**src/dtcg_pkg.sv**
```systemverilog
// shared constants, types and helper function of the time code generator
`default_nettype none

package dtcg_pkg;

   // telegram length and idle bit position
   localparam int TelegramBits = 59;
   localparam int PosWidth = 6;
   localparam logic [PosWidth-1:0] IdlePosition = 6'd59;

   // configuration register width and reset values
   localparam int CfgWidth = 10;
   localparam logic [CfgWidth-1:0] ShortPulseReset = 10'd100;
   localparam logic [CfgWidth-1:0] LongPulseReset = 10'd200;
   localparam logic [CfgWidth-1:0] BitPeriodReset = 10'd1000;
   localparam int CsrAddrWidth = 2;

   // telegram bit positions
   localparam int AnnounceBit = 16;
   localparam int SummerBit = 17;
   localparam int WinterBit = 18;
   localparam int StartBit = 20;
   localparam int MinLo = 21;
   localparam int MinHi = 27;
   localparam int MinParityBit = 28;
   localparam int HourLo = 29;
   localparam int HourHi = 34;
   localparam int HourParityBit = 35;
   localparam int DateLo = 36;
   localparam int WeekdayLo = 42;
   localparam int MonthLo = 45;
   localparam int YearLo = 50;
   localparam int DateHi = 57;
   localparam int DateParityBit = 58;

   // calendar codes
   localparam logic [2:0] Sunday = 3'd7;
   localparam logic [3:0] March = 4'd3;
   localparam logic [3:0] October = 4'd10;
   localparam logic [4:0] LastWeekStart = 5'd25;

   // configuration register indexes
   typedef enum logic [CsrAddrWidth-1:0] {
      CSR_SHORT_PULSE = 2'd0,
      CSR_LONG_PULSE  = 2'd1,
      CSR_BIT_PERIOD  = 2'd2
   } csr_reg_type;

   // request action codes
   typedef enum logic {
      ACT_TICK = 1'b0,
      ACT_LOAD = 1'b1
   } action_type;

   // configuration register set
   typedef struct packed {
      logic [CfgWidth-1:0] short_pulse_ticks;
      logic [CfgWidth-1:0] long_pulse_ticks;
      logic [CfgWidth-1:0] bit_period_ticks;
   } cfg_type;

   // time fields of a load request
   typedef struct packed {
      logic [5:0] minute;
      logic [4:0] hour;
      logic [4:0] day_of_month;
      logic [2:0] weekday;
      logic [3:0] month;
      logic [6:0] year_in_century;
      logic       summer_time;
   } time_type;

   // a value split into decimal tens and units
   typedef struct packed {
      logic [3:0] tens;
      logic [3:0] units;
   } bcd_type;

   // tens by reciprocal multiply (exact for every 7-bit input), units by subtraction
   function automatic bcd_type bcd_split(input logic [6:0] value);
      logic [14:0] prod;
      logic [3:0]  tens;
      logic [6:0]  rest;
      bcd_type     res;
      prod = 15'(value) * 15'd205;
      tens = prod[14:11];
      rest = value - 7'(tens) * 7'd10;
      res.tens = tens;
      res.units = rest[3:0];
      return res;
   endfunction

endpackage

`default_nettype wire

```
**src/dtcg_telegram_builder.sv**
```systemverilog
// builds the minute telegram from the time fields of a load request
`default_nettype none

module dtcg_telegram_builder import dtcg_pkg::*; (
   input  wire time_type            time_fields,
   output logic [TelegramBits-1:0]  telegram
);

   bcd_type min_bcd;
   bcd_type hour_bcd;
   bcd_type day_bcd;
   bcd_type month_bcd;
   bcd_type year_bcd;
   logic    last_sunday;
   logic    announce;

   // decimal split of each field
   assign min_bcd = bcd_split(7'(time_fields.minute));
   assign hour_bcd = bcd_split(7'(time_fields.hour));
   assign day_bcd = bcd_split(7'(time_fields.day_of_month));
   assign month_bcd = bcd_split(7'(time_fields.month));
   assign year_bcd = bcd_split(time_fields.year_in_century);

   // daylight saving change on the last sunday of march or october
   assign last_sunday = (time_fields.weekday == Sunday) &&
                        (time_fields.day_of_month >= LastWeekStart);
   assign announce = last_sunday &&
      (((time_fields.month == March) && (time_fields.hour == 5'd1) &&
        !time_fields.summer_time) ||
       ((time_fields.month == October) && (time_fields.hour == 5'd2) &&
        time_fields.summer_time));

   // assemble fields and even parity bits
   always_comb begin
      telegram = '0;
      telegram[AnnounceBit] = announce;
      telegram[SummerBit] = time_fields.summer_time;
      telegram[WinterBit] = !time_fields.summer_time;
      telegram[StartBit] = 1'b1;
      telegram[MinLo +: 4] = min_bcd.units;
      telegram[MinLo+4 +: 3] = min_bcd.tens[2:0];
      telegram[MinParityBit] = ^telegram[MinHi:MinLo];
      telegram[HourLo +: 4] = hour_bcd.units;
      telegram[HourLo+4 +: 2] = hour_bcd.tens[1:0];
      telegram[HourParityBit] = ^telegram[HourHi:HourLo];
      telegram[DateLo +: 4] = day_bcd.units;
      telegram[DateLo+4 +: 2] = day_bcd.tens[1:0];
      telegram[WeekdayLo +: 3] = time_fields.weekday;
      telegram[MonthLo +: 4] = month_bcd.units;
      telegram[MonthLo+4] = month_bcd.tens[0];
      telegram[YearLo +: 4] = year_bcd.units;
      telegram[YearLo+4 +: 4] = year_bcd.tens;
      telegram[DateParityBit] = ^telegram[DateHi:DateLo];
   end

endmodule

`default_nettype wire

```
**config.mk**
```make
export PLATFORM = sky130hd
export DESIGN_NAME = dtcg_telegram_builder
export DESIGN_NICKNAME = d
export VERILOG_FILES = /design/src/dtcg_pkg.sv /design/src/dtcg_telegram_builder.sv
export SDC_FILE = /design/constraint.sdc
export NUM_CORES = 1
export LEC_CHECK = 0
export BUFFER_PORTS_ARGS = -buffer_cell sky130_fd_sc_hd__buf_4
export CAP_MARGIN = 30
export CELL_PAD_IN_SITES_DETAIL_PLACEMENT = 0
export CELL_PAD_IN_SITES_GLOBAL_PLACEMENT = 1
export CORE_ASPECT_RATIO = 1.75
export CORE_UTILIZATION = 26
export DETAILED_ROUTE_END_ITERATION = 7
export PLACE_DENSITY = 0.67
export SETUP_SLACK_MARGIN = 0.02
export SLEW_MARGIN = 20
export SYNTH_ARGS = -nofsm -noshare
export SYNTH_HDL_FRONTEND = slang
export SYNTH_SLANG_ARGS = --single-unit
```
**constraint.sdc**
```tcl
create_clock -name vclk -period 9.8
set_clock_uncertainty 0.2 [all_clocks]
set_input_delay 1.96 -clock vclk [all_inputs]
set_output_delay 1.96 -clock vclk [all_outputs]
set_load 0.01 [all_outputs]
```
==> reports/metrics.csv, run 1 <==
stage,metric,value,unit
global_route,grt_max_degree,8,
timing,timing.final.crit_share,0.920,
synth,synth.top_cell.area_share,0.452,
synth,post_synth.cell_area_avg,8.98,um2
setup_path,worst_path_largest_cell_delay,0.51,ns
synth,synth.area.top_cells,"ha_1 45%, fa_1 12%, inv_1 9.1%, xnor2_1 7.7%, buf_4 5.8%",
synth,synth.cell_area,0.00363,mm2
timing,report.final.setup_viol,0,
setup_path,cpLargestDelayFamily,adder cells,
global_route,global_route_wire_length_before_repair,13500,um
cells_and_area,layout_common_cells,"131 x ha_1, 88 x inv_1, 72 x buf_4, 32 x xnor2_1, 21 x fa_1",
detailed_routing,drcViolationCount,0,
setup_path,setup_crit_start_kind,input port,
detailed_routing,wl_per_cell,12.4,um
setup_path,worst-path-max-fanout,4,
placed_design,numPortBuffers,72,
synth,synth_area_leader_cell,ha_1,
timing,relSlewSlack,0.671,
clock_network,cts_setup_buffers,0,
cells_and_area,final_layout_size_suffix_gt1_frac,0.181,
detailed_routing,initialDrtViolationCount,32,
global_route,grt-ovfl-total,0,
die,io-pin-count,90,
power,ir_worst_vdd,0.145,mV
timing,hold_viol_final,0,
global_route,first_global_vias,2967,
timing,clock.fmax,111,MHz
timing,timing.hold.ws,3.91,ns
synth,yosys_warnings,0,
die,number_of_standard_cell_rows_in_the_floorplan,56,
detailed_routing,firstDrtPassIters,4,
clock_network,cts.hold.buffers_added,0,
detailed_routing,via_count,2798,
timing,timing.final.max_slew_violations,0,
placed_design,gpl.final_weighted_congestion,0.810,
detailed_routing,finalWirelength,7920,um
synth,postSynthCellCount,404,
setup_path,path_buf_inv,5,
setup_path,timing.critical_path.arrival,6.86,ns
setup_path,cp-end-kind,output port,
setup_path,worst_path_max_delay_cell,fa_1,
global_route,grtUsageTotal,0.113,
setup_path,worstSetupPathType,in2out,
die,die_h,158,um
setup_path,required,7.64,ns
die,fp.dieArea,0.0144,mm2
die,dieWidth,91.3,um
hold_path,worst_min_path_class,in2out,
setup_path,crit_chain,buf_4 -> ha_1 -> ha_1 -> fa_1 -> inv_1 -> fa_1 -> inv_1 -> ha_1 -> a21oi_1 -> a211oi_2 -> a311oi_2 -> o21bai_1 -> xor2_1 -> ha_1 -> inv_1 -> ha_1 -> xor2_1 -> xnor2_1 -> xnor2_1 -> xnor2_1 -> xnor2_1 -> xnor3_1 -> buf_4,
power,leakage,2.48,nW
cells_and_area,final-seq-area,0,um2
die,floorplan.initialDensity,0.268,
placed_design,dp.final_hpwl,7420,um
timing,rsz0062_at_grt,false,
run_status,status,finished clean,
timing,period_needed,9.02,ns
setup_path,critPathLaunch,time_fields[5],
cells_and_area,flip_flop_and_latch_count,0,
power,power_density,155,mW/mm2
timing,final.setup.tns,0,ns
global_route,antenna_found_initial,0,
cells_and_area,n_clock_buffer,0,
timing,worstMarginPinSlew,0.490,ns
hold_path,min-delay-start,time_fields[13],
cells_and_area,most_frequent_standard_cell_in_the_layout_excluding_fill_and_tap_cells,ha_1,
setup_path,critical_path.most_common_cell,ha_1,
cells_and_area,synthToLayoutAreaGrowth,16.8,%
cells_and_area,final_net_count,649,
synth,synth.yosys.seq_area_share,0,
die,core_area,0.0135,mm2
detailed_routing,post_drt_via_cell_ratio,4.39,
cells_and_area,diodes,0,
job,drv_cap,0,
detailed_routing,drtAntennaViolNets,0,
synth,unique_cell_type_count_in_the_yosys_netlist,41,
cells_and_area,fillerInstances,1429,
clock_network,post_cts_resized,0,
final timing paths:
path	to	slack [ns]	cells after the start
max	telegram[58]	0.78	23
min	telegram[43]	3.91	2
per-layer routing:
metal / GRT usage / vias up / routed length [um]
li1: - / 1407 / -
met1: 0.117 / 1306 / 3040
met5: 0 / - / 0
met2: 0.249 / 81 / 4480
met4: 0.00680 / 0 / 47
met3: 0.00907 / 4 / 346
synthesized netlist by cell type, types with 2 or more instances:
master and number:
ha_1 131, inv_1 88, xnor2_1 32, buf_4 28, fa_1 21, a21oi_1 12, nor2_1 11, xor2_1 11
a21o_1 7, nand2_1 7, o21ai_0 7, or2_2 4, nand3_1 3, nand4_1 3, nor3_1 3, xnor3_1 3
a211oi_1 2, a31oi_1 2, and3_1 2, conb_1 2, nand2b_1 2, nor2b_1 2, o21bai_1 2, xnor2_2 2
cells by family (layout without fill, tap and decap cells):
family / after synthesis / after routing / share of synthesized area
other: 2 / 18 / 0.00207
adders and majority gates: 152 / 152 / 0.568
buffers and inverters: 116 / 160 / 0.149
muxes: 1 / 1 / 0.00310
and+or+nand+nor: 40 / 40 / 0.0566
xor gates and xnor gates: 49 / 49 / 0.136
AOI/OAI and AO/OA: 44 / 44 / 0.0855
stage by stage:
stage | worst slack [ns] | instance area [um2] | utilization | instances | power (mW)
after floorplan | 1.21 | 3690 | - | 420 | 0.443
after global placement | 0.896 | 4240 | 0.313 | 638 | 0.652
after detailed placement | 0.740 | 4240 | 0.313 | 638 | 0.667
after CTS | 0.740 | 4240 | 0.313 | 638 | 0.671
after global routing | 0.417 | 4240 | 0.313 | 638 | 0.737
final | 0.780 | 4240 | 0.313 | 638 | 0.657
where the power goes:
group | switching, mW | internal (mW)
Combinational | 0.320 | 0.337
Sequential | 0 | 0
Clock | 0 | 0
layout make-up:
class / count / area [um2] / share of cell area
Tap cell: 174 / 218 / 0.0514
Multi-Input combinational cell: 304 / 3150 / 0.743
Inverter: 88 / 330 / 0.0780
Timing Repair Buffer: 72 / 541 / 0.128
(Power assumes the default switching activity.)
==> run 2, diff against run 1 <==
Clock period 9.8 ns to 10.55 ns, I/O delays scaled along.
==> run 2 against run 1 <==
Compared with the run above:
- first-iteration DRC count down 25%
- die area unchanged
- non-clock buffer count unchanged
- global-route usage is 0.075 points higher
- critical path depth is the same
- combinational power decreased by 7.2%
- design area did not move
- power is 7.2% lower
- utilization unchanged
- worst setup slack gained 0.49 ns
- via count shrank 0.39%
- wire length is 0.61% higher
==> reports/metrics.csv, run 2 (synthesized netlist as in run 1, its figures left out) <==
stage,metric,value,unit
job,drv_cap,0,
cells_and_area,synthToLayoutAreaGrowth,16.8,%
setup_path,setup_crit_start_kind,input port,
timing,rsz0062_at_grt,false,
hold_path,worst_min_path_class,in2out,
die,dieWidth,91.3,um
detailed_routing,wl_per_cell,12.5,um
timing,timing.final.max_slew_violations,0,
detailed_routing,firstDrtPassIters,4,
detailed_routing,post_drt_via_cell_ratio,4.37,
setup_path,path_buf_inv,5,
cells_and_area,diodes,0,
detailed_routing,drcViolationCount,0,
timing,timing.hold.ws,4.21,ns
timing,report.final.setup_viol,0,
detailed_routing,via_count,2787,
placed_design,detailedPlace.worstSlack,1.21,ns
power,ir_worst_vdd,0.117,mV
timing,timing.final.ws_setup,1.27,ns
placed_design,numPortBuffers,72,
global_route,grt_max_degree,8,
setup_path,crit_chain,buf_4 -> ha_1 -> ha_1 -> fa_1 -> inv_1 -> fa_1 -> inv_1 -> ha_1 -> a21oi_1 -> a211oi_2 -> a311oi_2 -> o21bai_1 -> xor2_1 -> ha_1 -> inv_1 -> ha_1 -> xor2_1 -> xnor2_1 -> xnor2_1 -> xnor2_1 -> xnor2_1 -> xnor3_1 -> buf_4,
global_route,global_route_wire_length_before_repair,13500,um
setup_path,cp-end-kind,output port,
timing,final.setup.tns,0,ns
clock_network,cts.hold.buffers_added,0,
cells_and_area,layout_common_cells,"131 x ha_1, 88 x inv_1, 72 x buf_4, 32 x xnor2_1, 21 x fa_1",
cells_and_area,final_layout_size_suffix_gt1_frac,0.181,
cells_and_area,fillerInstances,1435,
setup_path,required,8.24,ns
global_route,grtUsageTotal,0.114,
global_route,first_global_vias,3007,
die,io-pin-count,90,
timing,period_needed,9.28,ns
die,number_of_standard_cell_rows_in_the_floorplan,56,
cells_and_area,flip_flop_and_latch_count,0,
global_route,antenna_found_initial,0,
timing,clock.fmax,108,MHz
run_status,status,finished clean,
cells_and_area,final-seq-area,0,um2
die,floorplan.initialDensity,0.268,
die,core_area,0.0135,mm2
die,die_h,158,um
setup_path,critical_path.most_common_cell,ha_1,
setup_path,worst-path-max-fanout,4,
setup_path,worstSetupPathType,in2out,
clock_network,post_cts_resized,0,
placed_design,dpl_cell_area,0.00424,mm2
die,fp.dieArea,0.0144,mm2
cells_and_area,final_net_count,649,
placed_design,dp.final_hpwl,7450,um
detailed_routing,drtAntennaViolNets,0,
power,power_density,144,mW/mm2
global_route,grt-ovfl-total,0,
timing,hold_viol_final,0,
placed_design,gpl.final_weighted_congestion,0.810,
cells_and_area,most_frequent_standard_cell_in_the_layout_excluding_fill_and_tap_cells,ha_1,
cells_and_area,footprint_of_the_multi_input_gates,0.00315,mm2
setup_path,cpLargestDelayFamily,adder cells,
setup_path,worst_path_largest_cell_delay,0.50,ns
detailed_routing,finalWirelength,7970,um
cells_and_area,n_clock_buffer,0,
detailed_routing,initialDrtViolationCount,24,
cells_and_area,finalInstanceArea,0.00424,mm2
placed_design,post-place-cells,638,
setup_path,timing.critical_path.arrival,6.97,ns
timing,timing.final.crit_share,0.879,
power,leakage,2.48,nW
clock_network,cts_setup_buffers,0,
cells_and_area,final-instance-count-excl-fill,638,
setup_path,worst_path_max_delay_cell,fa_1,
[run 2: per-layer routing]
metal / routed length (um) / track usage
met1: 3090 / 0.115
met2: 4550 / 0.254
met3: 304 / 0.00860
met4: 26 / 0.00756
met5: 0 / 0
[run 2: path summary, 6_finish.rpt]
kind / from / endpoint / slack, ns / depth (start not counted)
setup / recovery: time_fields[5] / telegram[58] / 1.27 / 23
hold / removal: time_fields[13] / telegram[43] / 4.21 / 2
[run 2: stage by stage]
| stage | power (mW) | utilization |
|---|---|---|
| after floorplan | 0.412 | - |
| after global placement | 0.606 | 0.313 |
| after detailed placement | 0.621 | 0.313 |
| after CTS | 0.625 | 0.313 |
| after global routing | 0.685 | 0.313 |
| final | 0.610 | 0.313 |
[run 2: power breakdown]
| group | total, mW | internal [mW] | switching, mW |
|---|---|---|---|
| clock network | 0 | 0 | 0 |
| registers | 0 | 0 | 0 |
| logic | 0.610 | 0.313 | 0.297 |
| total | 0.610 | 0.313 | 0.297 |
[run 2: final cells by class]
| type | instances | area share |
|---|---|---|
| inverters | 88 | 0.0780 |
| repair buffers | 72 | 0.128 |
| multi-input cells | 304 | 0.743 |
| well taps | 174 | 0.0514 |
==> run 3, diff against run 2 <==
Settings changed: CORE_UTILIZATION 26 to 46, PLACE_DENSITY 0.67 to 0.95.
==> run 3 against run 2 <==
Compared with the run above:
- sequential share of layout area is the same
- fmax grew 0.29%
- sequential cell count is the same
- utilization grew 23 points
- global-route usage grew 7.4 points
- critical path depth is the same
- combinational power grew 1%
- die area shrank 43%
- wire length shrank 5.2%
- non-clock buffer count is the same
- design area shrank 2.5%
- critical path type unchanged
==> reports/metrics.csv, run 3 (synthesized netlist as in run 1, its figures left out) <==
stage,metric,value,unit
run_status,status,finished clean,
cells_and_area,diodes,0,
placed_design,gpl.final_weighted_congestion,0.856,
detailed_routing,finalWirelength,7550,um
global_route,grt-ovfl-total,0,
setup_path,crit_chain,buf_4 -> ha_1 -> ha_1 -> fa_1 -> inv_1 -> fa_1 -> inv_1 -> ha_1 -> a21oi_1 -> a211oi_2 -> a311oi_2 -> o21bai_1 -> xor2_1 -> ha_1 -> inv_1 -> ha_1 -> xor2_1 -> xnor2_1 -> xnor2_1 -> xnor2_1 -> xnor2_1 -> xnor3_1 -> buf_4,
setup_path,cpLargestDelayFamily,adder cells,
placed_design,detailedPlace.worstSlack,1.24,ns
timing,rsz0062_at_grt,false,
global_route,grt_max_degree,8,
power,ir_worst_vdd,0.131,mV
cells_and_area,final-seq-area,0,um2
power,power_density,150,mW/mm2
timing,final.setup.tns,0,ns
global_route,grtUsageTotal,0.188,
power,design_power_total,618,uW
setup_path,critPathLaunch,time_fields[5],
power,leakage,2.48,nW
die,fp.dieArea,0.00826,mm2
global_route,antenna_found_initial,0,
cells_and_area,fillerInstances,711,
cells_and_area,most_frequent_standard_cell_in_the_layout_excluding_fill_and_tap_cells,ha_1,
timing,timing.final.max_slew_violations,0,
die,dieWidth,69.1,um
placed_design,dp.final_hpwl,7020,um
clock_network,cts.hold.buffers_added,0,
setup_path,cp-end-kind,output port,
cells_and_area,n_clock_buffer,0,
timing,clock.fmax,108,MHz
setup_path,worstSetupPathType,in2out,
detailed_routing,initialDrtViolationCount,54,
cells_and_area,final_layout_size_suffix_gt1_frac,0.181,
setup_path,setup_crit_start_kind,input port,
timing,relSlewSlack,0.619,
timing,report.final.setup_viol,0,
job,drv_cap,0,
setup_path,worst_path_largest_cell_delay,0.52,ns
hold_path,worst_min_path_class,in2out,
detailed_routing,post_drt_via_cell_ratio,5.06,
cells_and_area,finalInstanceArea,0.00413,mm2
hold_path,min-delay-start,time_fields[13],
detailed_routing,wl_per_cell,13.7,um
global_route,first_global_vias,2952,
timing,timing.final.ws_setup,1.30,ns
placed_design,dpl_cell_area,0.00413,mm2
timing,worstMarginPinSlew,0.567,ns
die,floorplan.initialDensity,0.476,
cells_and_area,layout_common_cells,"131 x ha_1, 88 x inv_1, 72 x buf_4, 32 x xnor2_1, 21 x fa_1",
detailed_routing,via_count,2795,
placed_design,numPortBuffers,72,
die,number_of_standard_cell_rows_in_the_floorplan,42,
clock_network,cts_setup_buffers,0,
die,die_h,119,um
detailed_routing,drtAntennaViolNets,0,
cells_and_area,synthToLayoutAreaGrowth,13.8,%
detailed_routing,drcViolationCount,0,
timing,period_needed,9.25,ns
die,core_area,0.00762,mm2
die,io-pin-count,90,
setup_path,worst_path_max_delay_cell,fa_1,
cells_and_area,final_net_count,649,
cells_and_area,flip_flop_and_latch_count,0,
detailed_routing,firstDrtPassIters,4,
timing,hold_viol_final,0,
setup_path,worst-path-max-fanout,4,
setup_path,critical_path.most_common_cell,ha_1,
setup_path,timing.critical_path.arrival,6.94,ns
setup_path,path_buf_inv,5,
setup_path,required,8.24,ns
clock_network,post_cts_resized,0,
global_route,global_route_wire_length_before_repair,12900,um
timing,timing.final.crit_share,0.877,
[run 3: area by class of cell]
type / instances / area, um2 / area share
Multi-Input combinational cell: 304 / 3150 / 0.762
Timing Repair Buffer: 72 / 541 / 0.131
Inverter: 88 / 330 / 0.0800
Tap cell: 88 / 110 / 0.0267
[run 3: power by group]
part,switching (mW),internal (mW),total (mW)
Clock,0,0,0
Sequential,0,0,0
Combinational,0.304,0.315,0.618
[run 3: metrics by stage]
stage                     hold slack (ns)  utilization  std cells
final                                4.21        0.542        552
after CTS                            4.22        0.542        552
after global routing                 4.22        0.542        552
after detailed placement             4.21        0.542        552
after global placement               4.21        0.542        552
after floorplan                      4.07            -        420
[run 3: per-layer routing]
metal,up-vias,GRT usage,part of all wire
met1,1306,0.197,0.36
li1,1413,-,-
met3,12,0.00846,0.026
met2,64,0.398,0.59
met5,-,0,0
met4,0,0.0344,0.020
[run 3: final timing paths]
check	cells past startpoint	slack [ns]	to
worst max-delay path	23	1.30	telegram[58]
worst min-delay path	2	4.21	telegram[43]
